$ cat config.mk
export PLATFORM = sky130hd
export DESIGN_NAME = bpfb_rmw
export DESIGN_NICKNAME = d
export VERILOG_FILES = /design/src/bpfb_pkg.sv /design/src/bpfb_rmw.sv
export SDC_FILE = /design/constraint.sdc
export NUM_CORES = 1
export LEC_CHECK = 0
export ABC_AREA = 0
export BUFFER_PORTS_ARGS = -buffer_cell sky130_fd_sc_hd__buf_2
export CAP_MARGIN = 25
export CORE_AREA = 2 2 95 74
export CTS_CLUSTER_SIZE = 8
export DETAILED_ROUTE_END_ITERATION = 10
export DIE_AREA = 0 0 97 76
export GPL_TIMING_DRIVEN = 0
export SLEW_MARGIN = 25
export SYNTH_ARGS = -nofsm -noshare
export SYNTH_HDL_FRONTEND = slang
export SYNTH_SLANG_ARGS = --single-unit
$ cat constraint.sdc
create_clock -name aclk -period 1.9 [get_ports aclk]
set_input_delay 0.38 -clock aclk [delete_from_list [all_inputs] [get_ports aclk]]
set_output_delay 0.38 -clock aclk [all_outputs]
set_load 0.1 [all_outputs]
$ cat src/bpfb_pkg.sv
package bpfb_pkg;

    localparam int MAX_COLUMNS  = 128;
    localparam int MAX_ROWS     = 64;
    localparam int BUFFER_BYTES = 1024;

    localparam int COL_W       = 8;
    localparam int ROW_W       = 7;
    localparam int COORD_W     = 8;
    // wide enough for any byte address and for BUFFER_BYTES up to 8192
    localparam int WIDE_ADDR_W = 14;
    localparam int IN_DATA_W   = 40;
    localparam int IN_USER_W   = 2;
    localparam int OUT_DATA_W  = 8;
    localparam int CFG_INDEX_W = 1;
    localparam int CFG_DATA_W  = 8;

    localparam logic [CFG_INDEX_W-1:0] CFG_COLUMN_COUNT = 1'd0;
    localparam logic [CFG_INDEX_W-1:0] CFG_ROW_COUNT    = 1'd1;

    localparam logic [COL_W-1:0] COLUMN_COUNT_RESET = 8'd128;
    localparam logic [ROW_W-1:0] ROW_COUNT_RESET    = 7'd64;

    localparam logic [7:0] PIXEL_MSB = 8'h80;

    typedef enum logic [1:0] {
        MODE_WRITE_POINT = 2'd0,
        MODE_READ_POINT  = 2'd1,
        MODE_FILL_RECT   = 2'd2,
        MODE_CLEAR       = 2'd3
    } mode_t;

    typedef enum logic [1:0] {
        REQ_NOP  = 2'd0,
        REQ_READ = 2'd1,
        REQ_RMW  = 2'd2,
        REQ_ZERO = 2'd3
    } req_op_t;

    typedef enum logic [1:0] {
        WK_SWEEP = 2'd0,
        WK_IDLE  = 2'd1,
        WK_FILL  = 2'd2,
        WK_CLEAR = 2'd3
    } walk_state_t;

    // one byte access handed down the read-modify-write pipe
    typedef struct packed {
        logic                   valid;
        req_op_t                op;
        logic [WIDE_ADDR_W-1:0] addr;
        logic [7:0]             mask;
        logic                   value;
        logic                   ok;
        logic                   last;
    } req_t;

    typedef struct packed {
        logic valid;
        logic read_bit;
        logic ok;
    } done_t;

endpackage

$ cat src/bpfb_rmw.sv
module bpfb_rmw #(
    parameter int BUFFER_BYTES = bpfb_pkg::BUFFER_BYTES,
    parameter int ADDR_W       = $clog2(BUFFER_BYTES)
) (
    input  logic              aclk,
    input  logic              aresetn,
    input  bpfb_pkg::req_t    req_a,
    input  logic [7:0]        rd_data,
    output logic              we,
    output logic [ADDR_W-1:0] waddr,
    output logic [7:0]        wdata,
    output bpfb_pkg::done_t   done,
    output logic              busy
);

    bpfb_pkg::req_t    req_b_reg;
    logic              fwd_valid_reg;
    logic [ADDR_W-1:0] fwd_addr_reg;
    logic [7:0]        fwd_data_reg;
    logic [7:0]        base, merged;
    logic              is_zero;

    always_comb begin
        // RAM read raced the previous write to the same byte
        base    = (fwd_valid_reg && fwd_addr_reg == req_b_reg.addr[ADDR_W-1:0])
                  ? fwd_data_reg : rd_data;
        merged  = req_b_reg.value ? (base | req_b_reg.mask) : (base & ~req_b_reg.mask);
        is_zero = req_b_reg.op == bpfb_pkg::REQ_ZERO;
        we      = req_b_reg.valid && (is_zero || req_b_reg.op == bpfb_pkg::REQ_RMW);
        waddr   = req_b_reg.addr[ADDR_W-1:0];
        wdata   = is_zero ? 8'h00 : merged;

        done.valid    = req_b_reg.valid && req_b_reg.last;
        done.read_bit = (req_b_reg.op == bpfb_pkg::REQ_READ) && (|(base & req_b_reg.mask));
        done.ok       = req_b_reg.ok;
    end

    always_ff @(posedge aclk) begin
        if (!aresetn) begin
            req_b_reg     <= '0;
            fwd_valid_reg <= 1'b0;
        end else begin
            req_b_reg     <= req_a;
            fwd_valid_reg <= we;
        end
    end

    always_ff @(posedge aclk) begin
        fwd_addr_reg <= waddr;
        fwd_data_reg <= wdata;
    end

    assign busy = req_b_reg.valid;

endmodule
==> qor.yml, run 1 <==
status:
  outcome: "finished with violations"
  violations: "setup timing"
flow_run:
  max-cap-violations: 0
pwr:
  p_int_mw: 1.53
  seqPwrFrac_pct: 45.2
  pwr-share-comb_pct: 23.3
  p_switching_uw: 667
  p_sw_share_pct: 30.4
  p_leak_nw: 1.02
  vdd_drop_max_v: 0.000408
  clkPwrFrac_pct: 31.5
  power.density_nw_per_um2: 898
yosys:
  yosysWarnings: 0
  yosysTopAreaCell: "dfxtp_1"
  synth_seq_cells: 43
  synth.top_cell.area_share_pct: 55.3
  syn-num-nets: 177
  yosys-top-cells-area: "dfxtp_1, and2_1, mux2i_1"
  synth_cell_types: 20
  netlist_instances: 139
  ys_seq_area_share_pct: 55.3
  synth_area_um2: 1560
  syn_area_per_cell_um2: 11.2
route:
  viasPerCell: 3.83
  routed_wl_um: 3370
  wl_per_cell_um: 11.6
  ant_nets: 0
  drtIter0Drc: 23
  vias: 1107
  post-route-drc-count: 0
  dr.pass1.iters: 2
clock_network:
  clkSinkCount: 43
  cts_root_buffer: "clkbuf_8"
  cts_buffer_depth: 2
  tritoncts: "built"
  path_clk_slew_ns: 0.08
  numCtsBuffers: 5
  htreeDepth: 2
  insertion_delay_ns: 0.29
setup_path:
  reg2reg_setup_slack_ns: -0.05
  r2r_start: "fwd_addr_reg[9]"
  endpoint_kind: "output pin"
  critPathLaunchType: "flop"
  crit_fanout: 3
  cp.required_ns: 1.52
  worstSetupPathType: "reg2out"
  reg2reg_depth: 7
  r2r-end: "fwd_data_reg[0]"
  crit_arrival_ns: 2.40
sta:
  setup_slack_ns: -0.878
  fin_worst_skew_ns: 0.00673
  maxSlewViolCount: 0
  grt_setup_unrepaired: "yes"
  hold_violations: 0
  final-setup-viol-count: 15
  max_slew.worst_pin.slew_ns: 1.02
  finalCriticalPeriod_ns: 2.78
  relSlewSlack_pct: 32.2
  fmax_mhz: 360
  min_period_over_period_pct: 146
  fin_tns_setup_ns: -6.97
die:
  die_area_um2: 7370
  top_level_ports: 61
  die_h_um: 76
  initial_core_util_pct: 23.8
  die_w_um: 97
  core_um2: 6540
  num_rows: 26
global_routing:
  antenna_found_initial: 0
  grt_pass1_wl_um: 5550
  grt_pass1_vias: 1165
  grt_max_degree: 14
  grt_overflow_total: 0
  track_usage_pct: 9.75
worst_hold_path:
  hold_depth: 2
  hold_path.class: "in2reg"
  min_to: "req_b_reg[4]"
  min_from: "req_a[4]"
cells_and_area:
  area_growth_pct: 57.2
  n_antenna_cell: 0
  drive_above_1_share_pct: 58.5
  design_area_um2: 2440
  final_cells: 289
  layout.nets: 243
  largest_reg_flops: 12
place:
  place_area_um2: 2040
  io_buffer_count: 56
  gp_congestion: 0.697
  dpl.hpwl_um: 2370
  dp_cells: 279
==> per-stage QoR <==
step / hold WS, ns / setup slack (ns) / power (mW) / utilization (%)
5_1_grt: 0.274 / -0.997 / 2.30 / 37.4
2_1_floorplan: 0.351 / -0.658 / 1.35 / -
6_report: 0.289 / -0.878 / 2.19 / 37.4
3_3_place_gp: 0.359 / -0.841 / 1.43 / 31.2
3_5_place_dp: 0.364 / -0.840 / 1.43 / 31.2
4_1_cts: 0.278 / -0.878 / 2.21 / 36.8
==> cell families after synthesis <==
family / after synthesis / share of synthesized area, %
compound gates: 4 / 2.49
xor+xnor: 10 / 5.63
buf+inv: 17 / 7.24
flops: 43 / 55.4
mux: 19 / 12.9
simple gates: 46 / 16.4
==> worst max-delay path by stage <==
stage	start	endpoint	depth (start not counted)
floorplan	waddr[0]	done[1]	7
global placement	waddr[0]	done[1]	7
CTS	fwd_addr_reg[9]	done[1]	8
global route	fwd_addr_reg[9]	done[1]	8
detailed placement	waddr[0]	done[1]	7
finish	fwd_addr_reg[9]	done[1]	7
==> cells in the final DEF, fill, tap and decap left out <==
cell type   synthesis  routed
a2111oi_4           0       1
a22oi_2             0       2
a311oi_4            0       1
and2_1             27      26
and2_2              0       1
and3_1              1       1
buf_1               1       1
buf_12              0       8
buf_2               0      47
buf_4              11      13
buf_6               1       3
bufinv_16           0       1
clkbuf_1            3       3
clkbuf_8            0       5
clkinvlp_4          0       1
dfxtp_1            43      34
dfxtp_2             0       9
inv_1               1       1
mux2_2              6       5
mux2_4              0       3
mux2i_1            11       1
mux2i_2             0       2
mux2i_4             0       8
nand2_1             6       6
nand3_1             1       1
nand4_1             2       2
nor2_4              0       8
nor3_4              0       1
xnor2_1            10       9
xnor2_2             0       1
==> worst max-delay path: stages, from the launching register on <==
cell and delay, ns:
dfxtp_2 0.33, xnor2_2 0.15, nand4_1 0.17, nor3_4 0.32, mux2_4 0.36, a2111oi_4 0.41
a311oi_4 0.16, buf_12 0.19
==> power by group through the flow <==
stage	logic, mW	registers [mW]	clock network (mW)
4_1_cts	0.501	0.990	0.715
3_5_place_dp	0.425	1.01	0
6_report	0.510	0.992	0.692
3_3_place_gp	0.423	1.01	0
5_1_grt	0.536	1.00	0.761
2_1_floorplan	0.339	1.01	0
==> final cells by class <==
| type | count | area, um2 |
|---|---|---|
| multi-input cells | 79 | 816 |
| well taps | 84 | 105 |
| flip-flops and latches | 43 | 872 |
| clock inverters | 2 | 37.5 |
| inverters | 1 | 3.75 |
| repair buffers | 59 | 433 |
| plain buffers | 16 | 109 |
| fillers | 651 | 4090 |
| clock buffers | 5 | 68.8 |
==> metal layers <==
layer  track usage (%)  wire [um]  up-vias
met5                 0          0        -
met4              4.23         51        0
met3              3.49        183        4
met2              15.4       1560       31
met1              12.0       1570      501
li1                  -          -      571
==> synthesized netlist by cell type <==
library cell,number
buf_6,1
and3_1,1
clkbuf_1,3
buf_4,11
xnor2_1,10
inv_1,1
mux2_1,2
buf_1,1
a22oi_1,2
dfxtp_1,43
nor2_1,8
a311oi_1,1
nand2_1,6
and2_1,27
mux2i_1,11
nand4_1,2
a2111oi_2,1
nor3_2,1
mux2_2,6
nand3_1,1
==> what timing repair did <==
item / CTS / global route
hold buffers: 0 / 0
setup buffers: 2 / 0
endpoints found under the setup margin: 12 / 16
gates cloned: 1 / 0
gates resized for setup: 58 / 6
pin swaps: 7 / 1
Note: power is estimated with default switching activity, not from simulation.
==> run 2: changes to the inputs <==
==> config.mk (replaced) <==
export PLATFORM = sky130hd
export DESIGN_NAME = bpfb_rmw
export DESIGN_NICKNAME = d
export VERILOG_FILES = /design/src/bpfb_pkg.sv /design/src/bpfb_rmw.sv
export SDC_FILE = /design/constraint.sdc
export NUM_CORES = 1
export LEC_CHECK = 0
export ABC_AREA = 1
export BUFFER_PORTS_ARGS = -buffer_cell sky130_fd_sc_hd__buf_2
export CAP_MARGIN = 25
export CORE_AREA = 2 2 100 78
export CTS_CLUSTER_SIZE = 8
export DETAILED_ROUTE_END_ITERATION = 10
export DIE_AREA = 0 0 102 80
export GPL_TIMING_DRIVEN = 0
export SLEW_MARGIN = 20
export SYNTH_ARGS = -nofsm -noshare
export SYNTH_HDL_FRONTEND = slang
export SYNTH_SLANG_ARGS = --single-unit
==> run 2 against run 1 <==
  * The run still ends with setup timing left
  * First-iteration DRC count increased by 26%
  * Combinational power increased by 6.7%
  * Final area increased by 2.7%
  * Critical path type unchanged
==> qor.yml, run 2 <==
status:
  outcome: "finished with violations"  # unchanged
  violations: "setup timing"  # unchanged
yosys:
  synthMostInstantiatedCell: "nand2_1"  # was dfxtp_1
  synthArstFlopShare_pct: 0  # unchanged
  syn-num-nets: 281  # was 177
  synth-edff-count: 0  # unchanged
  syn_area_per_cell_um2: 7.23  # was 11.2 um2
  synth_top_flop_cell: "dfxtp_1"  # unchanged
  yosys-top-cells-area: "dfxtp_1, nand2_1, inv_1"  # was dfxtp_1, and2_1, mux2i_1
  yosysWarnings: 0  # unchanged
  synth_cell_types: 14  # was 20
  synth_seq_cells: 43  # unchanged
  netlist_top_cells_count: "nand2_1, inv_1, dfxtp_1, nand3b_1, nand3_1"  # was dfxtp_1, and2_1, buf_4, mux2i_1, xnor2_1
  ys_seq_area_share_pct: 49.0  # was 55.3%
  synth_area_um2: 1760  # was 1560 um2
  netlist_instances: 243  # was 139
  yosysTopAreaCell: "dfxtp_1"  # unchanged
  synth.top_cell.area_share_pct: 49.0  # was 55.3%
setup_path:
  cp.required_ns: 1.52  # about the same
  endpoint_kind: "output pin"  # unchanged
  critPathLaunchType: "flop"  # unchanged
  worstSetupPathType: "reg2out"  # unchanged
  crit_arrival_ns: 2.03  # was 2.40 ns
  crit_fanout: 5  # was 3
cells_and_area:
  layout.nets: 351  # was 243
  largest_reg_flops: 12  # unchanged
  final_common_cell: "nand2_1"  # was buf_2
  n_antenna_cell: 0  # unchanged
  regArea_um2: 868  # was 872 um2
  area_growth_pct: 42.9  # was 57.2%
  final_cell_mix: "nand2_1, inv_1, buf_2"  # was buf_2, dfxtp_1, and2_1
  nFillCells: 798  # was 651
  multi_input_area_um2: 586  # was 816 um2
  drive_above_1_share_pct: 33.3  # was 58.5%
sta:
  relSlewSlack_pct: 66.2  # was 32.2%
  min_period_over_period_pct: 127  # was 146%
  grt_setup_unrepaired: "yes"  # unchanged
  final-setup-viol-count: 9  # was 15
  finalCriticalPeriod_ns: 2.41  # was 2.78 ns
  maxSlewViolCount: 0  # unchanged
  max_slew.worst_pin.slew_ns: 0.508  # was 1.02 ns
  fin_worst_skew_ns: 0.00407  # was 0.00673 ns
  hold_violations: 0  # unchanged
  fmax_mhz: 416  # was 360 MHz
  fin_tns_setup_ns: -4.22  # was -6.97 ns
  setup_slack_ns: -0.506  # was -0.878 ns
die:
  die_h_um: 80  # was 76 um
  die_area_um2: 8160  # was 7370 um2
  initial_core_util_pct: 24.5  # was 23.8%
  top_level_ports: 61  # unchanged
  num_rows: 27  # was 26
  core_um2: 7160  # was 6540 um2
  die_w_um: 102  # was 97 um
route:
  wl_per_cell_um: 9.00  # was 11.6 um
  post-route-drc-count: 0  # unchanged
  dr.pass1.iters: 4  # was 2
  ant_nets: 0  # unchanged
  drtIter0Drc: 29  # was 23
  viasPerCell: 3.60  # was 3.83
  routed_wl_um: 3720  # was 3370 um
  vias: 1487  # was 1107
clock_network:
  clkSinkCount: 43  # unchanged
  htreeDepth: 2  # unchanged
  path_clk_slew_ns: 0.07  # was 0.08 ns
  cts_hold_buffers: 0  # unchanged
  tritoncts: "built"  # unchanged
  insertion_delay_ns: 0.29  # about the same
  numCtsBuffers: 5  # unchanged
  cts_buffer_depth: 2  # unchanged
  cts_root_buffer: "clkbuf_8"  # unchanged
global_routing:
  antenna_found_initial: 0  # unchanged
  track_usage_pct: 9.39  # was 9.75%
  grt_overflow_total: 0  # unchanged
  grt_pass1_vias: 1300  # was 1165
  grt_max_degree: 12  # was 14
  grt_pass1_wl_um: 5800  # was 5550 um
pwr:
  power.density_nw_per_um2: 819  # was 898 nW/um2
  total_power_mw: 2.06  # was 2.19 mW
  vdd_drop_max_v: 0.000249  # was 0.000408 V
  p_leak_nw: 1.39  # was 1.02 nW
flow_run:
  max-cap-violations: 0  # unchanged
place:
  gp_congestion: 0.796  # was 0.697
  dpl.hpwl_um: 2810  # was 2370 um
  dpl_worst_slack_ns: -0.467  # was -0.840 ns
  io_buffer_count: 55  # was 56
worst_hold_path:
  hold_path.class: "in2reg"  # unchanged
[run 2: where the power goes]
part	leakage, nW	switching [mW]	internal, mW	total [mW]
Clock	0.0371	0.280	0.245	0.525
Sequential	0.361	0.0278	0.958	0.986
Combinational	0.997	0.365	0.179	0.544
Total	1.39	0.673	1.38	2.05
[run 2: kinds of logic after synthesis]
group | count (synthesis) | synth area share, %
compound gates | 10 | 2.85
flops | 43 | 49.0
simple gates | 110 | 28.7
buf+inv | 80 | 19.4
[run 2: layer usage]
layer  track usage, %  wire, um  vias up
li1                 -         -      825
met1             12.4      1910      624
met2             13.8      1570       33
met3             3.24       176        5
met4             4.00        63        0
met5                0         0        -
[run 2: critical path, cell delays in order (launching register included)]
cell and delay (ns):
dfxtp_2 0.34, nor2_1 0.09, nor2_1 0.05, nor2_1 0.12, nand2_1 0.11, nor2_4 0.18, buf_12 0.13, nand3b_1 0.11
a21oi_2 0.14, nand3b_1 0.16, clkinvlp_4 0.13, buf_12 0.17
[run 2: path summary, 6_finish.rpt]
kind	end	cells after the start	start	slack, ns
max	wdata[3]	11	waddr[4]	-0.51
min	req_b_reg[5]	3	req_a[5]	0.27
max reg2reg	fwd_data_reg[3]	11	waddr[4]	0.10
min reg2reg	fwd_addr_reg[0]	0	waddr[0]	0.38
[run 2: layout make-up]
type / instances / share of cell area [%]
Buffer: 14 / 3.74
Clock buffer: 6 / 2.89
Inverter: 66 / 11.1
Multi-Input combinational cell: 120 / 23.3
Sequential cell: 43 / 34.6
Tap cell: 101 / 5.03
Timing Repair Buffer: 63 / 19.3
[run 2: metrics by stage]
stage | cells | instance area (um2) | util [%] | hold WS, ns
2_1_floorplan | 243 | 1810 | - | 0.352
4_1_cts | 411 | 2460 | 34.4 | 0.258
3_3_place_gp | 399 | 2220 | 30.9 | 0.360
5_1_grt | 413 | 2510 | 35.0 | 0.266
3_5_place_dp | 399 | 2220 | 30.9 | 0.364
6_report | 413 | 2510 | 35.0 | 0.269
[run 2: what timing repair did]
item / CTS / global route
resized for setup: 30 / 9
pin swaps: 5 / 4
setup endpoints to repair: 9 / 10
hold endpoints to repair: 0 / 0
buffers inserted: 6 / 2
==> run 3: changes to the inputs <==
==> config.mk (replaced) <==
export PLATFORM = sky130hd
export DESIGN_NAME = bpfb_rmw
export DESIGN_NICKNAME = d
export VERILOG_FILES = /design/src/bpfb_pkg.sv /design/src/bpfb_rmw.sv
export SDC_FILE = /design/constraint.sdc
export NUM_CORES = 1
export LEC_CHECK = 0
export ABC_AREA = 0
export BUFFER_PORTS_ARGS = -buffer_cell sky130_fd_sc_hd__buf_2
export CAP_MARGIN = 25
export CORE_AREA = 2 2 95 74
export CTS_CLUSTER_SIZE = 8
export DETAILED_ROUTE_END_ITERATION = 10
export DIE_AREA = 0 0 97 76
export GPL_TIMING_DRIVEN = 0
export SLEW_MARGIN = 30
export SYNTH_ARGS = -nofsm -noshare
export SYNTH_HDL_FRONTEND = slang
export SYNTH_SLANG_ARGS = --single-unit
==> run 3 against run 2 <==
  * The flow still finishes with violations (setup timing)
  * Via count shrank 25%
  * Routed wire length shrank 8.3%
  * Maximum frequency fell by 13%
  * Clock skew increased by 0.0031 ns
  * Core utilization up 2.8 points
  * First-iteration DRC count shrank 21%
  * Critical path type unchanged
  * Highest routed layer unchanged
==> qor.yml, run 3 (synthesized netlist as in run 1, its figures left out) <==
worst_hold_path:
  hold_path.class: "in2reg"  # unchanged
  min_from: "req_a[4]"  # was req_a[5]
  min_to: "req_b_reg[4]"  # was req_b_reg[5]
  hold_depth: 2  # was 3
cells_and_area:
  final_cell_mix: "buf_2, dfxtp_1, and2_1"  # was nand2_1, inv_1, buf_2
  n_antenna_cell: 0  # unchanged
  largest_reg_flops: 12  # unchanged
  multi_input_area_um2: 832  # was 586 um2
  design_area_um2: 2480  # was 2510 um2
  area_growth_pct: 59.2  # was 42.9%
  layout.nets: 245  # was 351
  finalCoreUtilization_pct: 37.9  # was 35.0%
  final_common_cell: "buf_2"  # was nand2_1
  nFillCells: 654  # was 798
  final_cells: 291  # was 413
  regArea_um2: 872  # was 868 um2
  drive_above_1_share_pct: 59.4  # was 33.3%
setup_path:
  crit_arrival_ns: 2.40  # was 2.03 ns
  cp.required_ns: 1.52  # about the same
  r2r_start: "fwd_addr_reg[9]"  # was waddr[4]
  reg2reg_setup_slack_ns: -0.10  # was 0.10 ns
  critPathLaunchType: "flop"  # unchanged
  crit_fanout: 3  # was 5
  endpoint_kind: "output pin"  # unchanged
  worstSetupPathType: "reg2out"  # unchanged
  r2r-end: "fwd_data_reg[6]"  # was fwd_data_reg[3]
  reg2reg_depth: 9  # was 11
sta:
  setup_slack_ns: -0.878  # was -0.506 ns
  relSlewSlack_pct: 43.0  # was 66.2%
  final-setup-viol-count: 12  # was 9
  min_period_over_period_pct: 146  # was 127%
  max_slew.worst_pin.slew_ns: 0.856  # was 0.508 ns
  hold_violations: 0  # unchanged
  grt_setup_unrepaired: "yes"  # unchanged
  fin_worst_skew_ns: 0.00721  # was 0.00407 ns
  hold_slack_ns: 0.287  # was 0.269 ns
  finalCriticalPeriod_ns: 2.78  # was 2.41 ns
  fmax_mhz: 360  # was 416 MHz
  fin_tns_setup_ns: -6.81  # was -4.22 ns
  maxSlewViolCount: 0  # unchanged
pwr:
  seqPwrFrac_pct: 45.1  # was 48.0%
  power.density_nw_per_um2: 888  # was 819 nW/um2
  p_leak_nw: 1.04  # was 1.39 nW
  p_int_mw: 1.53  # was 1.38 mW
  p_sw_share_pct: 30.5  # was 32.7%
  p_switching_uw: 671  # was 673 uW
  vdd_drop_max_v: 0.000414  # was 0.000249 V
  clkPwrFrac_pct: 31.6  # was 25.5%
  pwr-share-comb_pct: 23.3  # was 26.5%
flow_run:
  max-cap-violations: 0  # unchanged
clock_network:
  clkSinkCount: 43  # unchanged
  tritoncts: "built"  # unchanged
  htreeDepth: 2  # unchanged
  insertion_delay_ns: 0.29  # about the same
  numCtsBuffers: 5  # unchanged
  cts_root_buffer: "clkbuf_8"  # unchanged
  path_clk_slew_ns: 0.08  # was 0.07 ns
  cts_hold_buffers: 0  # unchanged
  cts_buffer_depth: 2  # unchanged
route:
  viasPerCell: 3.82  # was 3.60
  dr.pass1.iters: 2  # was 4
  vias: 1113  # was 1487
  wl_per_cell_um: 11.7  # was 9.00 um
  ant_nets: 0  # unchanged
  post-route-drc-count: 0  # unchanged
  routed_wl_um: 3410  # was 3720 um
  drtIter0Drc: 23  # was 29
status:
  violations: "setup timing"  # unchanged
  outcome: "finished with violations"  # unchanged
place:
  dp_cells: 279  # was 399
  dpl.hpwl_um: 2370  # was 2810 um
  io_buffer_count: 56  # was 55
  place_area_um2: 2040  # was 2220 um2
  gp_congestion: 0.697  # was 0.796
die:
  die_h_um: 76  # was 80 um
  top_level_ports: 61  # unchanged
  die_w_um: 97  # was 102 um
  initial_core_util_pct: 23.8  # was 24.5%
  die_area_um2: 7370  # was 8160 um2
  num_rows: 26  # was 27
  core_um2: 6540  # was 7160 um2
global_routing:
  grt_pass1_wl_um: 5550  # was 5800 um
  grt_pass1_vias: 1165  # was 1300
  met1_usage_pct: 12.0  # was 12.4%
  track_usage_pct: 9.75  # was 9.39%
  antenna_found_initial: 0  # unchanged
  grt_max_degree: 14  # was 12
  use_met2_pct: 15.4  # was 13.8%
  grt_overflow_total: 0  # unchanged
  grt_busiest_layer: "met2"  # unchanged
  grtUsageMet3_pct: 3.49  # was 3.24%
[run 3: cell types whose count changed in the layout (fill, tap and decap cells not counted), moves of 9 or more]
cell / before / now
nand3b_1: 13 / 0
inv_1: 57 / 1
and2_1: 0 / 26
mux2i_4: 0 / 9
nand2_1: 69 / 6
nand3_1: 11 / 1
xnor2_1: 0 / 9
[run 3: power groups by stage]
stage / sequential [mW] / clock (mW) / combinational (mW)
after floorplan: 1.01 / 0 / 0.339
after global placement: 1.01 / 0 / 0.423
after detailed placement: 1.01 / 0 / 0.425
after CTS: 0.990 / 0.715 / 0.501
after global routing: 1.00 / 0.761 / 0.538
final: 0.993 / 0.694 / 0.513
[run 3: metrics by stage]
stage / setup WS, ns / total power, mW
floorplan: -0.658 / 1.35
global placement: -0.841 / 1.43
detailed placement: -0.840 / 1.43
CTS: -0.878 / 2.21
global route: -0.996 / 2.30
finish: -0.878 / 2.20
[run 3: worst max-delay path by stage]
stage,from,end,slack (ns),depth (start not counted)
after CTS,fwd_addr_reg[9],done[1],-0.88,8
after detailed placement,waddr[0],done[1],-0.84,7
final,fwd_addr_reg[9],done[1],-0.88,7
after floorplan,waddr[0],done[1],-0.66,7
after global placement,waddr[0],done[1],-0.84,7
after global routing,fwd_addr_reg[9],done[1],-1.0,7
[run 3: layer usage]
metal | up-vias | share of wire [%]
met2 | 31 | 46
met1 | 503 | 47
met3 | 4 | 5.4
met4 | 0 | 1.5
met5 | - | 0
li1 | 575 | -
[run 3: what timing repair did]
item / in CTS / in global routing
endpoints found under the setup margin: 12 / 16
gates resized for setup: 58 / 9
pin swaps: 7 / 2
endpoints found under the hold margin: 0 / 0
buffers inserted: 2 / 2
gates cloned: 1 / 0
[run 3: layout make-up]
type / count / area share, %
Multi-Input combinational cell: 79 / 33.6
Clock inverter: 2 / 1.52
Clock buffer: 5 / 2.78
Tap cell: 84 / 4.24
Sequential cell: 43 / 35.2
Timing Repair Buffer: 61 / 18.0
Inverter: 1 / 0.152
Buffer: 16 / 4.45
[run 3: critical path: stages (launching register included)]
cell and delay (ns):
dfxtp_2 0.33, xnor2_2 0.15, nand4_1 0.17, nor3_4 0.32
mux2_4 0.36, a2111oi_4 0.41, a311oi_4 0.16, buf_12 0.19
