<file path="config.mk">
export PLATFORM = sky130hd
export DESIGN_NAME = bpfb_walker
export DESIGN_NICKNAME = d
export VERILOG_FILES = /design/src/bpfb_pkg.sv /design/src/bpfb_walker.sv
export SDC_FILE = /design/constraint.sdc
export NUM_CORES = 1
export LEC_CHECK = 0
export ABC_AREA = 1
export BUFFER_PORTS_ARGS = -buffer_cell sky130_fd_sc_hd__buf_2
export CORE_MARGIN = 5
export CORE_UTILIZATION = 55
export CTS_CLUSTER_DIAMETER = 80
export DETAILED_ROUTE_END_ITERATION = 8
export PLACE_DENSITY = 0.73
export SYNTH_ARGS = -nofsm -noshare
export SYNTH_HDL_FRONTEND = slang
export SYNTH_SLANG_ARGS = --single-unit
</file>
<file path="constraint.sdc">
create_clock -name aclk -period 8.5 [get_ports aclk]
set_input_delay 0.85 -clock aclk [delete_from_list [all_inputs] [get_ports aclk]]
set_output_delay 0.85 -clock aclk [all_outputs]
set_load 0.005 [all_outputs]
</file>
<file path="src/bpfb_pkg.sv">
package bpfb_pkg;

    localparam int MAX_COLUMNS  = 128;
    localparam int MAX_ROWS     = 64;
    localparam int BUFFER_BYTES = 1024;

    localparam int COL_W       = 8;
    localparam int ROW_W       = 7;
    localparam int COORD_W     = 8;
    // wide enough for any byte address and for BUFFER_BYTES up to 8192
    localparam int WIDE_ADDR_W = 14;
    localparam int IN_DATA_W   = 40;
    localparam int IN_USER_W   = 2;
    localparam int OUT_DATA_W  = 8;
    localparam int CFG_INDEX_W = 1;
    localparam int CFG_DATA_W  = 8;

    localparam logic [CFG_INDEX_W-1:0] CFG_COLUMN_COUNT = 1'd0;
    localparam logic [CFG_INDEX_W-1:0] CFG_ROW_COUNT    = 1'd1;

    localparam logic [COL_W-1:0] COLUMN_COUNT_RESET = 8'd128;
    localparam logic [ROW_W-1:0] ROW_COUNT_RESET    = 7'd64;

    localparam logic [7:0] PIXEL_MSB = 8'h80;

    typedef enum logic [1:0] {
        MODE_WRITE_POINT = 2'd0,
        MODE_READ_POINT  = 2'd1,
        MODE_FILL_RECT   = 2'd2,
        MODE_CLEAR       = 2'd3
    } mode_t;

    typedef enum logic [1:0] {
        REQ_NOP  = 2'd0,
        REQ_READ = 2'd1,
        REQ_RMW  = 2'd2,
        REQ_ZERO = 2'd3
    } req_op_t;

    typedef enum logic [1:0] {
        WK_SWEEP = 2'd0,
        WK_IDLE  = 2'd1,
        WK_FILL  = 2'd2,
        WK_CLEAR = 2'd3
    } walk_state_t;

    // one byte access handed down the read-modify-write pipe
    typedef struct packed {
        logic                   valid;
        req_op_t                op;
        logic [WIDE_ADDR_W-1:0] addr;
        logic [7:0]             mask;
        logic                   value;
        logic                   ok;
        logic                   last;
    } req_t;

    typedef struct packed {
        logic valid;
        logic read_bit;
        logic ok;
    } done_t;

endpackage

</file>
<file path="src/bpfb_walker.sv">
module bpfb_walker #(
    parameter int BUFFER_BYTES = bpfb_pkg::BUFFER_BYTES
) (
    input  logic                         aclk,
    input  logic                         aresetn,
    input  logic                         start,
    input  bpfb_pkg::mode_t              mode,
    input  logic [bpfb_pkg::COORD_W-1:0] x_low,
    input  logic [bpfb_pkg::COORD_W-1:0] y_low,
    input  logic [bpfb_pkg::COORD_W-1:0] x_high,
    input  logic [bpfb_pkg::COORD_W-1:0] y_high,
    input  logic                         pixel_on,
    input  logic [bpfb_pkg::COL_W-1:0]   cols,
    input  logic [bpfb_pkg::ROW_W-1:0]   rows,
    output logic                         idle,
    output bpfb_pkg::req_t               req
);

    localparam int WA    = bpfb_pkg::WIDE_ADDR_W;
    localparam int CNT_W = $clog2(BUFFER_BYTES + 1);
    localparam int PROD_W = bpfb_pkg::COL_W + bpfb_pkg::ROW_W;

    bpfb_pkg::walk_state_t state_reg, state_next;
    logic [CNT_W-1:0] cnt_reg, cnt_next;
    logic [CNT_W-1:0] cnt_last_reg, cnt_last_next;
    logic [7:0]       x_reg, x_next;
    logic [7:0]       x_end_reg, x_end_next;
    logic [3:0]       k_reg, k_next;
    logic [3:0]       k_start_reg, k_start_next;
    logic [3:0]       k_end_reg, k_end_next;
    logic [2:0]       lo_reg, lo_next;
    logic [2:0]       hi_reg, hi_next;
    logic             value_reg, value_next;
    bpfb_pkg::req_t   req_reg, req_next;

    logic [PROD_W-1:0] pt_prod, fl_prod, clr_prod;
    logic [WA-1:0]     pt_addr, fl_addr, clr_bytes;
    logic              pt_ok, fl_in, fl_last, rect_ok;
    logic [7:0]        x_end, y_end;
    logic [2:0]        m_lo, m_hi;
    logic [7:0]        fl_mask;
    logic [CNT_W-1:0]  clr_n;

    // address math for a point, for the current fill byte and for clear length
    always_comb begin
        pt_prod  = PROD_W'(x_low) * PROD_W'(rows);
        pt_addr  = WA'(pt_prod[PROD_W-1:3]) + WA'(y_low[7:3]);
        pt_ok    = (x_low < cols) && (y_low < {1'b0, rows})
                   && (pt_addr < WA'(BUFFER_BYTES));

        fl_prod  = PROD_W'(x_reg) * PROD_W'(rows);
        fl_addr  = WA'(fl_prod[PROD_W-1:3]) + WA'(k_reg);
        fl_in    = fl_addr < WA'(BUFFER_BYTES);
        m_lo     = (k_reg == k_start_reg) ? lo_reg : 3'd0;
        m_hi     = (k_reg == k_end_reg) ? hi_reg : 3'd7;
        fl_mask  = (8'hFF >> m_lo) & (8'hFF << (3'd7 - m_hi));
        fl_last  = (x_reg == x_end_reg) && (k_reg == k_end_reg);

        rect_ok  = (x_low <= x_high) && (y_low <= y_high)
                   && (x_low < cols) && (y_low < {1'b0, rows});
        x_end    = (x_high < cols) ? x_high : cols - 8'd1;
        y_end    = (y_high < {1'b0, rows}) ? y_high : {1'b0, rows - 7'd1};

        clr_prod  = PROD_W'(cols) * PROD_W'(rows);
        clr_bytes = WA'(clr_prod[PROD_W-1:3]);
        clr_n     = (clr_bytes < WA'(BUFFER_BYTES)) ? CNT_W'(clr_bytes)
                                                    : CNT_W'(BUFFER_BYTES);
    end

    always_comb begin
        state_next    = state_reg;
        cnt_next      = cnt_reg;
        cnt_last_next = cnt_last_reg;
        x_next        = x_reg;
        x_end_next    = x_end_reg;
        k_next        = k_reg;
        k_start_next  = k_start_reg;
        k_end_next    = k_end_reg;
        lo_next       = lo_reg;
        hi_next       = hi_reg;
        value_next    = value_reg;
        req_next      = '0;
        req_next.op   = bpfb_pkg::REQ_NOP;

        unique case (state_reg)
            bpfb_pkg::WK_SWEEP: begin
                req_next.valid = 1'b1;
                req_next.op    = bpfb_pkg::REQ_ZERO;
                req_next.addr  = WA'(cnt_reg);
                cnt_next       = cnt_reg + CNT_W'(1);
                if (cnt_reg == CNT_W'(BUFFER_BYTES - 1)) begin
                    cnt_next   = '0;
                    state_next = bpfb_pkg::WK_IDLE;
                end
            end
            bpfb_pkg::WK_IDLE: begin
                if (start) begin
                    req_next.valid = 1'b1;
                    req_next.last  = 1'b1;
                    req_next.ok    = 1'b1;
                    unique case (mode)
                        bpfb_pkg::MODE_WRITE_POINT: begin
                            req_next.op    = pt_ok ? bpfb_pkg::REQ_RMW : bpfb_pkg::REQ_NOP;
                            req_next.addr  = pt_addr;
                            req_next.mask  = bpfb_pkg::PIXEL_MSB >> y_low[2:0];
                            req_next.value = pixel_on;
                            req_next.ok    = pt_ok;
                        end
                        bpfb_pkg::MODE_READ_POINT: begin
                            req_next.op    = pt_ok ? bpfb_pkg::REQ_READ : bpfb_pkg::REQ_NOP;
                            req_next.addr  = pt_addr;
                            req_next.mask  = bpfb_pkg::PIXEL_MSB >> y_low[2:0];
                            req_next.ok    = pt_ok;
                        end
                        bpfb_pkg::MODE_FILL_RECT: begin
                            if (rect_ok) begin
                                req_next.valid = 1'b0;
                                state_next     = bpfb_pkg::WK_FILL;
                                x_next         = x_low;
                                x_end_next     = x_end;
                                k_next         = y_low[6:3];
                                k_start_next   = y_low[6:3];
                                k_end_next     = y_end[6:3];
                                lo_next        = y_low[2:0];
                                hi_next        = y_end[2:0];
                                value_next     = pixel_on;
                            end
                        end
                        bpfb_pkg::MODE_CLEAR: begin
                            if (clr_n != '0) begin
                                req_next.valid = 1'b0;
                                state_next     = bpfb_pkg::WK_CLEAR;
                                cnt_next       = '0;
                                cnt_last_next  = clr_n - CNT_W'(1);
                            end
                        end
                        default: begin
                        end
                    endcase
                end
            end
            bpfb_pkg::WK_FILL: begin
                req_next.valid = 1'b1;
                req_next.op    = fl_in ? bpfb_pkg::REQ_RMW : bpfb_pkg::REQ_NOP;
                req_next.addr  = fl_addr;
                req_next.mask  = fl_mask;
                req_next.value = value_reg;
                req_next.ok    = 1'b1;
                req_next.last  = fl_last;
                if (k_reg == k_end_reg) begin
                    k_next = k_start_reg;
                    x_next = x_reg + 8'd1;
                    if (x_reg == x_end_reg) begin
                        state_next = bpfb_pkg::WK_IDLE;
                    end
                end else begin
                    k_next = k_reg + 4'd1;
                end
            end
            bpfb_pkg::WK_CLEAR: begin
                req_next.valid = 1'b1;
                req_next.op    = bpfb_pkg::REQ_ZERO;
                req_next.addr  = WA'(cnt_reg);
                req_next.ok    = 1'b1;
                req_next.last  = (cnt_reg == cnt_last_reg);
                cnt_next       = cnt_reg + CNT_W'(1);
                if (cnt_reg == cnt_last_reg) begin
                    cnt_next   = '0;
                    state_next = bpfb_pkg::WK_IDLE;
                end
            end
            default: begin
                state_next = bpfb_pkg::WK_IDLE;
            end
        endcase
    end

    always_ff @(posedge aclk) begin
        if (!aresetn) begin
            state_reg <= bpfb_pkg::WK_SWEEP;
            cnt_reg   <= '0;
            req_reg   <= '0;
        end else begin
            state_reg <= state_next;
            cnt_reg   <= cnt_next;
            req_reg   <= req_next;
        end
    end

    always_ff @(posedge aclk) begin
        cnt_last_reg <= cnt_last_next;
        x_reg        <= x_next;
        x_end_reg    <= x_end_next;
        k_reg        <= k_next;
        k_start_reg  <= k_start_next;
        k_end_reg    <= k_end_next;
        lo_reg       <= lo_next;
        hi_reg       <= hi_next;
        value_reg    <= value_next;
    end

    assign idle = (state_reg == bpfb_pkg::WK_IDLE);
    assign req  = req_reg;

    // the closing word of a command leaves the walker free
    a_last_idle: assert property (@(posedge aclk) disable iff (!aresetn)
        req_reg.valid && req_reg.last |-> state_reg == bpfb_pkg::WK_IDLE)
        else $error("last word issued while walker still busy");

endmodule

</file>
==> results of run 1 <==
[power groups by stage]
stage	sequential, W	combinational [W]	clock (W)
CTS	0.000466	0.00149	0.000422
global route	0.000466	0.00174	0.000442
detailed placement	0.000475	0.00149	0
finish	0.000466	0.00150	0.000418
floorplan	0.000475	0.00115	0
global placement	0.000475	0.00146	0
[final cells by class]
type	instances	area [um^2]
tap	285	356.6
inverter	399	1498
multi-input combinational	1288	8686
fill	2212	9173
clock inverter	6	86.33
clock buffer	10	229.0
timing repair buffer	84	430.4
sequential	86	2182
[critical path: cells and delay by family]
kind / cells / cell delay [ns]
compound gates: 2 / 0.34
buf+inv: 7 / 0.75
fa+ha+maj: 6 / 2.74
simple gates: 13 / 1.92
[placed cells by master (no fill, tap or decap), drive strengths merged, types with 4 or more instances in the layout]
cell    instances
nand2         489
inv           397
ha            155
nor2          124
nand3         114
fa             89
a21oi          84
buf            84
xor2           48
o21ai          47
edfxtp         46
dfxtp          40
nand4          28
nor3           20
xnor2          19
nand3b         10
clkbuf         10
o211ai          9
o31ai           9
a31oi           8
clkinv          6
or2             5
o21bai          5
a21boi          4
[Yosys cell counts (3+ instances only)]
library cell / n / area [um^2]
xnor2_1: 19 / 166.4
buf_1: 6 / 22.52
ha_1: 155 / 1939
a21oi_1: 84 / 420.4
dfxtp_1: 40 / 800.8
buf_4: 4 / 30.03
xor2_1: 48 / 420.4
nor2_1: 121 / 454.2
o21ai_0: 44 / 220.2
nand3b_1: 10 / 75.07
inv_1: 397 / 1490
o31ai_1: 9 / 67.56
o21bai_1: 5 / 37.54
nand3_1: 113 / 565.5
fa_1: 89 / 1782
edfxtp_1: 46 / 1381
nand2_2: 5 / 31.28
buf_2: 8 / 40.04
a31oi_1: 8 / 50.05
nand2_1: 483 / 1813
nor3_1: 19 / 95.09
o22ai_1: 3 / 18.77
clkbuf_1: 38 / 142.6
a21boi_0: 3 / 22.52
nand4_1: 28 / 175.2
o211ai_1: 9 / 67.56
or2_2: 5 / 31.28
[logic make-up after synthesis]
group,count (synthesis),synth area share (%)
AO/OA/AOI/OAI,181,8.225
XOR/XNOR,67,4.648
adder cells (fa/ha/maj),244,29.47
buffers and inverters,458,13.94
flip-flops,86,17.28
other,1,0.02970
AND/OR/NAND/NOR,795,26.40
[how the worst max path moves through the flow]
stage	from	end	slack, ns
floorplan	rows[6]	cnt_last_reg[0]	2.01
global placement	rows[6]	cnt_last_reg[9]	1.69
detailed placement	rows[6]	cnt_last_reg[9]	1.47
CTS	rows[6]	cnt_last_reg[9]	1.85
global route	rows[6]	cnt_last_reg[7]	1.40
finish	rows[6]	cnt_last_reg[9]	1.85
[per-stage QoR]
step / setup WS (ns) / area (um^2)
finish: 1.851 / 13470
floorplan: 2.014 / 12630
CTS: 1.851 / 13470
global route: 1.395 / 13470
detailed placement: 1.471 / 13150
global placement: 1.688 / 13150
[metal layers]
layer | vias to the layer above | global-route usage (%)
li1 | 5779 | -
met1 | 5374 | 34.72
met2 | 409 | 42.40
met3 | 64 | 3.139
met4 | 0 | 7.522
met5 | - | 0
==> reports/qor.yml, run 1 <==
r2r-end: "req[26]"
cp.arrival_ns: 6.62
rsz0062_at_grt: "no"
cp.required_ns: 8.47
antenna_found_initial: 0
final_max_slew_viol_count: 0
slew_headroom_pct: 25.82
drt_iter0_markers: 811
grt_usage_pct: 25.40
worstHoldStart: "cnt_reg[3]"
rrSetupSlack_ns: 3.05
die_area_um2: 26090
ys_seq_area_share_pct: 17.28
chipHeight_um: 161.5
viasPerCell: 5.387
dr.pass1.iters: 6
finalWirelength_mm: 32.47
crit_fanout: 26
port_buffers: 80
met2_length_mm: 14.71
drive_above_1_share_pct: 6.247
top_layer: "met4"
fin_setup_tns_ns: 0
met1_length_mm: 14.84
synth_edf_count: 46
clk_pin_slew_ns: 0.06
critPathKind: "in -> reg"
first_global_vias: 11400
p_leak_nw: 7.722
remaining_drc_errors: 0
ys.flop_type: "edfxtp_1"
htreeDepth: 3
synth.net_count: 2129
r2r_start: "x_reg[4]"
syn_area_um2: 12630
p_seq_share_pct: 19.6
wl_per_cell_um: 15.05
ctsHoldBuffers: 0
worst_pin_slew_ns: 1.101
cts_sinks: 86
hold_class: "reg -> reg"
die_w_um: 161.5
initial_utilization_pct: 55.77
largest_reg_flops: 27
ys_ff_latch: 86
ctsRootBufferMaster: "clkbuf_16"
r2r_cells: 25
nets: 2165
vias: 11630
dr_wl_met3_mm: 2.036
fin_crit_sh_pct: 78.23
synthCells: 1832
syn2layout_area_growth_pct: 6.669
cp-end-kind: "register"
finalSetupViolCount: 0
swShare_pct: 48.15
synth-async-reset-ratio_pct: 0
slowest_delay_ns: 0.60
total_power_w: 0.002385
hold_ws_ns: 0.5325
p_int_w: 0.001237
pwr_density_cell_nw_per_um2: 177.1
n_antenna_cell: 0
core.rowCount: 55
drv_cap: 0
synth.distinct_cells: 51
status: "finished clean"
hold_viol: 0
clock-skew-final_ns: 0.008101
slowest_stage: "nor2_1"
final.min_clock_period_ns: 6.649
numCtsBuffers: 9
start_kind: "input pin"
ir_drop_v: 0.0001103
yosys_warnings: 0
min_to: "cnt_reg[3]"
max_freq_mhz: 150.4
final_antenna_net_count: 0
ios: 82
insertion_delay_ns: 0.35
postCtsResizedCells: 0
gp_congestion: 0.9531
min_path_cells: 2
core_area_um2: 22640
final_util_pct: 59.49
grt_pass1_wl_mm: 54.54
cts_buffer_depth: 2
clock_power_share_pct: 17.5
cts_tree: "done"
syn_area_per_cell_um2: 6.892
grt_max_degree: 28
hpwl_mm: 26.23
gr-total-overflow: 0
finalNonFillerCells: 2158
p_sw_w: 0.001148
p_comb_share_pct: 62.9
crit_path_frequent_cell: "nand2_1"
cts_setup_buffers: 0
dp.cells: 2142
Note: power is estimated with default switching activity, not from simulation.
==> inputs of run 2 (changes only) <==
--- a/config.mk
+++ b/config.mk
@@ -11,7 +11,7 @@
 export CORE_UTILIZATION = 55
 export CTS_CLUSTER_DIAMETER = 80
 export DETAILED_ROUTE_END_ITERATION = 8
-export PLACE_DENSITY = 0.73
+export PLACE_DENSITY = 0.76
 export SYNTH_ARGS = -nofsm -noshare
 export SYNTH_HDL_FRONTEND = slang
 export SYNTH_SLANG_ARGS = --single-unit
==> constraint.sdc (replaced) <==
create_clock -name aclk -period 5.8 [get_ports aclk]
set_input_delay 0.58 -clock aclk [delete_from_list [all_inputs] [get_ports aclk]]
set_output_delay 0.58 -clock aclk [all_outputs]
set_load 0.005 [all_outputs]
==> reports/qor.yml, run 2 (synthesized netlist as in run 1, its figures left out) <==
status: "finished clean"  # unchanged
use_met1_pct: 33.48  # was 34.72%
met2_usage_pct: 44.61  # was 42.40%
n_antenna_cell: 0  # unchanged
gp_congestion: 0.9379  # was 0.9531
grt_pass1_wl_mm: 55.28  # was 54.54 mm
slew_headroom_pct: 37.24  # was 25.82%
die_w_um: 161.5  # unchanged
cp.arrival_ns: 5.71  # was 6.62 ns
start_kind: "input pin"  # unchanged
busiest_layer: "met2"  # unchanged
rrSetupSlack_ns: 0.48  # was 3.05 ns
cts_tree: "done"  # unchanged
ctsRootBufferMaster: "clkbuf_16"  # unchanged
die_area_um2: 26090  # unchanged
remaining_drc_errors: 0  # unchanged
cp-end-kind: "register"  # unchanged
antenna_found_initial: 0  # unchanged
ios: 82  # unchanged
worstHoldStart: "pixel_on"  # was cnt_reg[3]
largest_reg_flops: 27  # unchanged
crit_fanout: 8  # was 26
pwr_density_cell_nw_per_um2: 261.3  # was 177.1 nW/um^2
min_path_cells: 1  # was 2
ir_drop_v: 0.0001972  # was 0.0001103 V
grt_max_degree: 25  # was 28
cp.buffers_inverters: 7  # unchanged
drt_iter0_markers: 818  # was 811
path_depth: 31  # was 28
r2r_start: "x_reg[2]"  # was x_reg[4]
p_leak_nw: 7.927  # was 7.722 nW
core_area_um2: 22640  # unchanged
p_sw_w: 0.001756  # was 0.001148 W
nets: 2205  # was 2,165
finalSetupViolCount: 0  # unchanged
viasPerCell: 5.368  # was 5.387
slowest_stage: "fa_1"  # was nor2_1
drive_above_1_share_pct: 8.887  # was 6.247%
grt_use_met3_pct: 3.572  # was 3.139%
most-common-layout-cells: "481 x nand2_1, 397 x inv_1, 153 x ha_1"  # was 483 x nand2_1, 397 x inv_1, 155 x ha_1
final_antenna_net_count: 0  # unchanged
numCtsBuffers: 9  # unchanged
p_int_w: 0.001865  # was 0.001237 W
chipHeight_um: 161.5  # unchanged
clock_power_share_pct: 16.3  # was 17.5%
p_comb_share_pct: 64.8  # was 62.9%
grt_usage_pct: 25.70  # was 25.40%
r2r_cells: 26  # was 25
clock-skew-final_ns: 0.007819  # was 0.008101 ns
hold_viol: 0  # unchanged
crit_family: "adder cells"  # unchanged
critPathKind: "in -> reg"  # unchanged
core.rowCount: 55  # unchanged
final_max_slew_viol_count: 0  # unchanged
clk_pin_slew_ns: 0.07  # was 0.06 ns
min_to: "value_reg"  # was cnt_reg[3]
p_seq_share_pct: 18.9  # was 19.6%
gr-total-overflow: 0  # unchanged
finalWirelength_mm: 32.97  # was 32.47 mm
final.min_clock_period_ns: 5.426
insertion_delay_ns: 0.35  # about the same
slowest_delay_ns: 0.53  # was 0.60 ns
wl_per_cell_um: 15.00  # was 15.05 um
max_freq_mhz: 184.3
crit_path_frequent_cell: "nand2_1"  # unchanged
cts_sinks: 86  # unchanged
hold_class: "in -> reg"  # was reg -> reg
cts_buffer_depth: 2  # unchanged
final_common_cell: "nand2_1"  # unchanged
vias: 11800  # was 11,630
total_power_w: 0.003621  # was 0.002385 W
htreeDepth: 3  # unchanged
worst_pin_slew_ns: 0.9394  # was 1.101 ns
cp.required_ns: 6.08  # was 8.47 ns
port_buffers: 80  # unchanged
first_global_vias: 11670  # was 11,400
dr.pass1.iters: 6  # unchanged
r2r-end: "req[26]"  # unchanged
hold_ws_ns: 0.4351  # was 0.5325 ns
fin_crit_sh_pct: 93.55
hpwl_mm: 27.31  # was 26.23 mm
drv_cap: 0  # unchanged
swShare_pct: 48.49  # was 48.15%
syn2layout_area_growth_pct: 9.722  # was 6.669%
initial_utilization_pct: 55.77  # unchanged
ctsHoldBuffers: 0  # unchanged
run 2: worst max-delay path by stage:
stage                            end     from  slack [ns]
floorplan            cnt_last_reg[0]  rows[6]        0.01
global placement             req[20]  rows[6]         0.1
detailed placement  cnt_last_reg[10]  rows[2]       -0.05
CTS                 cnt_last_reg[10]  rows[2]        0.30
global route                  req[1]  rows[3]       -0.02
finish                        req[1]  rows[3]        0.37
run 2: layout make-up:
class	count	area (um^2)
Timing Repair Buffer	124	769.5
Inverter	399	1498
Clock inverter	6	57.56
Clock buffer	10	250.2
Multi-Input combinational cell	1288	8740
Fill cell	2094	8787
Tap cell	285	356.6
Sequential cell	86	2182
run 2: through the flow:
stage	utilization, %	worst slack [ns]	instance area, um^2	TNS, ns	std cells
CTS	60.88	0.3017	13780	0	2197
floorplan	-	0.01442	12670	0	1832
global placement	59.52	0.09983	13480	0	2181
finish	61.19	0.3740	13850	0	2198
detailed placement	59.52	-0.05341	13480	-0.6163	2181
global route	61.19	-0.01969	13850	-0.02273	2198
run 2: worst register-to-register path, delay by kind of cell, from the launching register on:
| family | cells | cell delay (ns) |
|---|---|---|
| fa+ha+maj | 6 | 2.46 |
| buf+inv | 4 | 0.21 |
| xor+xnor | 1 | 0.16 |
| flops | 1 | 0.56 |
| simple gates | 15 | 1.82 |
run 2: metal layers:
| layer | wire length, um | share of wire (%) |
|---|---|---|
| met3 | 2405 | 7.3 |
| met4 | 822 | 2.5 |
| met1 | 13960 | 42 |
| met2 | 15780 | 48 |
| met5 | 0 | 0 |
run 2: power groups by stage:
stage / sequential (W) / clock, W / combinational, W
floorplan: 0.000696 / 0 / 0.00170
global placement: 0.000697 / 0 / 0.00224
detailed placement: 0.000697 / 0 / 0.00229
CTS: 0.000683 / 0.000597 / 0.00231
global route: 0.000683 / 0.000626 / 0.00269
finish: 0.000683 / 0.000590 / 0.00235
run 2: timing repair:
action,CTS,global route
gates resized for setup,0,17
setup buffers,0,1
endpoints found under the setup margin,0,28
==> inputs of run 3 (changes only) <==
--- a/config.mk
+++ b/config.mk
@@ -5,13 +5,13 @@
 export SDC_FILE = /design/constraint.sdc
 export NUM_CORES = 1
 export LEC_CHECK = 0
-export ABC_AREA = 1
 export BUFFER_PORTS_ARGS = -buffer_cell sky130_fd_sc_hd__buf_2
+export CAP_MARGIN = 20
 export CORE_MARGIN = 5
 export CORE_UTILIZATION = 55
 export CTS_CLUSTER_DIAMETER = 80
 export DETAILED_ROUTE_END_ITERATION = 8
-export PLACE_DENSITY = 0.76
+export PLACE_DENSITY = 0.77
 export SYNTH_ARGS = -nofsm -noshare
 export SYNTH_HDL_FRONTEND = slang
 export SYNTH_SLANG_ARGS = --single-unit
==> reports/qor.yml, run 3 <==
r2r-end: "req[22]"  # was req[26]
critPathLaunch: "rows[3]"  # unchanged
numCtsBuffers: 9  # unchanged
wl_per_cell_um: 17.53  # was 15.00 um
ys_ff_latch: 86  # unchanged
drv_cap: 0  # unchanged
synth.top_cell.area_share_pct: 16.40  # was 15.36%
synthCells: 1366  # was 1,832
ir_drop_v: 0.0002473  # was 0.0001972 V
ios: 82  # unchanged
r2r_cells: 19  # was 26
core_area_um2: 21090  # was 22,640 um^2
drive_above_1_share_pct: 18.33  # was 8.887%
yosys-top-cells-count: "159 x inv_1, 155 x ha_1, 122 x nand2_1"  # was 483 x nand2_1, 397 x inv_1, 155 x ha_1
cts_buffer_depth: 2  # unchanged
synth_most_common_cell: "inv_1"  # was nand2_1
chipHeight_um: 156.6  # was 161.5 um
status: "finished clean"  # unchanged
antenna_found_initial: 2  # was 0
hpwl_mm: 26.40  # was 27.31 mm
synth.net_count: 1663  # was 2,129
ys_seq_area_share_pct: 18.45  # was 17.28%
synth.distinct_cells: 87  # was 51
clk_pin_slew_ns: 0.06  # was 0.07 ns
most-common-layout-cells: "154 x inv_1, 152 x ha_1, 138 x buf_4"  # was 481 x nand2_1, 397 x inv_1, 153 x ha_1
slew_headroom_pct: 26.60  # was 37.24%
rsz0062_at_grt: "no"
cts_sinks: 86  # unchanged
final_common_cell: "inv_1"  # was nand2_1
finalSetupViolCount: 0  # unchanged
pwr_density_cell_nw_per_um2: 397.3  # was 261.3 nW/um^2
fin_crit_sh_pct: 97.71  # was 93.55%
critPathKind: "in -> reg"  # unchanged
synth-async-reset-ratio_pct: 0  # unchanged
syn_area_um2: 11830  # was 12,630 um^2
final_max_slew_viol_count: 0  # unchanged
gr-total-overflow: 0  # unchanged
htreeDepth: 3  # unchanged
insertion_delay_ns: 0.35  # about the same
core.rowCount: 53  # was 55
start_kind: "input pin"  # unchanged
endpoint: "cnt_reg[6]"  # was req[1]
fin_setup_tns_ns: 0  # unchanged
syn_area_per_cell_um2: 8.659  # was 6.892 um^2
largest_reg_flops: 27  # unchanged
synth_area_leaders: "ha_1 16%, fa_1 15%, edfxtp_1 12%"  # was ha_1 15%, nand2_1 14%, fa_1 14%
fillers: 1703  # was 2,094
dr.pass1.iters: 5  # was 6
yosys_warnings: 0  # unchanged
die_w_um: 156.6  # was 161.5 um
hold_viol: 0  # unchanged
stdcell_area_um2: 13830  # was 13,850 um^2
clock-skew-final_ns: 0.006887  # was 0.007819 ns
gp_congestion: 0.9506  # was 0.9379
viasPerCell: 5.825  # was 5.368
crit_fanout: 4  # was 8
cp-end-kind: "register"  # unchanged
first_global_vias: 10680  # was 11,670
vias: 10670  # was 11,800
synth_edf_count: 46  # unchanged
p_leak_nw: 6.714  # was 7.927 nW
multiInputGateArea_um2: 8920  # was 8740 um^2
nets: 1847  # was 2,205
final_antenna_net_count: 0  # unchanged
port_buffers: 80  # unchanged
max_freq_mhz: 176.5  # was 184.3 MHz
drt_iter0_markers: 718  # was 818
grt_usage_pct: 26.54  # was 25.70%
die_area_um2: 24540  # was 26,090 um^2
rrSetupSlack_ns: 0.36  # was 0.48 ns
r2r_start: "x_reg[1]"  # was x_reg[2]
post_dp_cell_area_um2: 13520  # was 13,480 um^2
cp.arrival_ns: 5.95  # was 5.71 ns
cp.required_ns: 6.08  # about the same
worst_pin_slew_ns: 1.091  # was 0.9394 ns
finalWirelength_mm: 32.10  # was 32.97 mm
grt_pass1_wl_mm: 52.50  # was 55.28 mm
ys.flop_type: "edfxtp_1"  # unchanged
remaining_drc_errors: 0  # unchanged
final.min_clock_period_ns: 5.667  # was 5.426 ns
worstHoldStart: "pixel_on"  # unchanged
grt_max_degree: 35  # was 25
initial_utilization_pct: 56.09  # was 55.77%
ctsRootBufferMaster: "clkbuf_16"  # unchanged
cts_tree: "done"  # unchanged
syn2layout_area_growth_pct: 16.89  # was 9.722%
hold_class: "in -> reg"  # unchanged
seqCellArea_um2: 2182  # unchanged
synth_area_leader_cell: "ha_1"  # unchanged
## run 3: changes by cell type in the layout (fill, tap and decap cells not counted), moves of 15 or more
cell	before	now
inv_1	397	154
a21oi_1	81	54
xnor2_1	19	37
and2_1	1	75
nor2b_1	0	18
nor2_1	117	96
buf_4	41	138
nand2b_1	0	15
nand4_1	28	11
a21o_1	2	24
nand2_1	481	121
nand3_1	112	30
mux2i_1	0	15
## run 3: repair_timing
action                                  in CTS  in global routing
buffers inserted                             0                  0
endpoints found under the setup margin       0                  4
hold buffers                                 0                  0
resized for setup                            0                  4
## run 3: worst max-delay path: stages
cell	delay, ns
buf_2	0.15
inv_4	0.08
nor2_1	0.06
fa_1	0.54
inv_1	0.05
fa_1	0.50
inv_1	0.06
fa_1	0.52
inv_1	0.05
fa_1	0.49
inv_2	0.05
ha_4	0.22
and4_1	0.22
and2_1	0.16
a22o_1	0.21
a221o_1	0.38
xor2_2	0.17
or3_4	0.37
ha_4	0.19
a41o_4	0.28
or4_1	0.46
a21boi_1	0.15
## run 3: area by class of cell
type | instances | area share (%)
antenna | 1 | 0.01810
clock buffer | 12 | 1.864
clock inverter | 4 | 0.1991
inverter | 161 | 4.452
multi-input combinational | 1072 | 64.52
sequential | 86 | 15.78
tap | 275 | 2.489
timing repair buffer | 220 | 10.68
## run 3: layer usage
metal / vias up / global-route usage (%) / wire (um)
met2: 458 / 45.16 / 15310
met3: 86 / 4.342 / 2442
met4: 2 / 10.00 / 996
met5: - / 0 / 13
met1: 5058 / 33.98 / 13340
li1: 5061 / - / -
## run 3: kinds of logic after synthesis
family | share of synthesized area (%)
adders and majority gates | 31.46
muxes | 1.745
buffers and inverters | 6.887
AOI/OAI and AO/OA | 13.95
and+or+nand+nor | 20.88
DFF | 18.45
other | 0.03171
xor gates and xnor gates | 6.591
## run 3: power by group
part | internal (W) | total [W] | switching, W | leakage (nW)
combinational | 0.00195 | 0.00417 | 0.00222 | 5.84
sequential | 0.000719 | 0.000764 | 0.0000455 | 0.739
clock | 0.000318 | 0.000563 | 0.000245 | 0.139
total | 0.00298 | 0.00549 | 0.00251 | 6.71
## run 3: worst min path at each step
stage / depth (start not counted) / slack, ns / end
floorplan: 2 / 0.47 / req[2]
global placement: 2 / 0.48 / req[2]
detailed placement: 2 / 0.50 / req[2]
CTS: 1 / 0.42 / value_reg
global route: 1 / 0.42 / value_reg
finish: 1 / 0.42 / value_reg
## run 3: per-stage QoR
step           std cells  setup WS (ns)  hold WS [ns]  utilization, %  total power [W]
2_1_floorplan       1366        0.01714        0.4746               -         0.003436
3_3_place_gp        1814        -0.1159        0.4838           64.12         0.004744
3_5_place_dp        1814        -0.2372        0.5041           64.12         0.004869
4_1_cts             1830         0.1236        0.4176           65.47         0.005450
5_1_grt             1831       0.001642        0.4212           65.56         0.005953
6_report            1831         0.1329        0.4226           65.56         0.005493
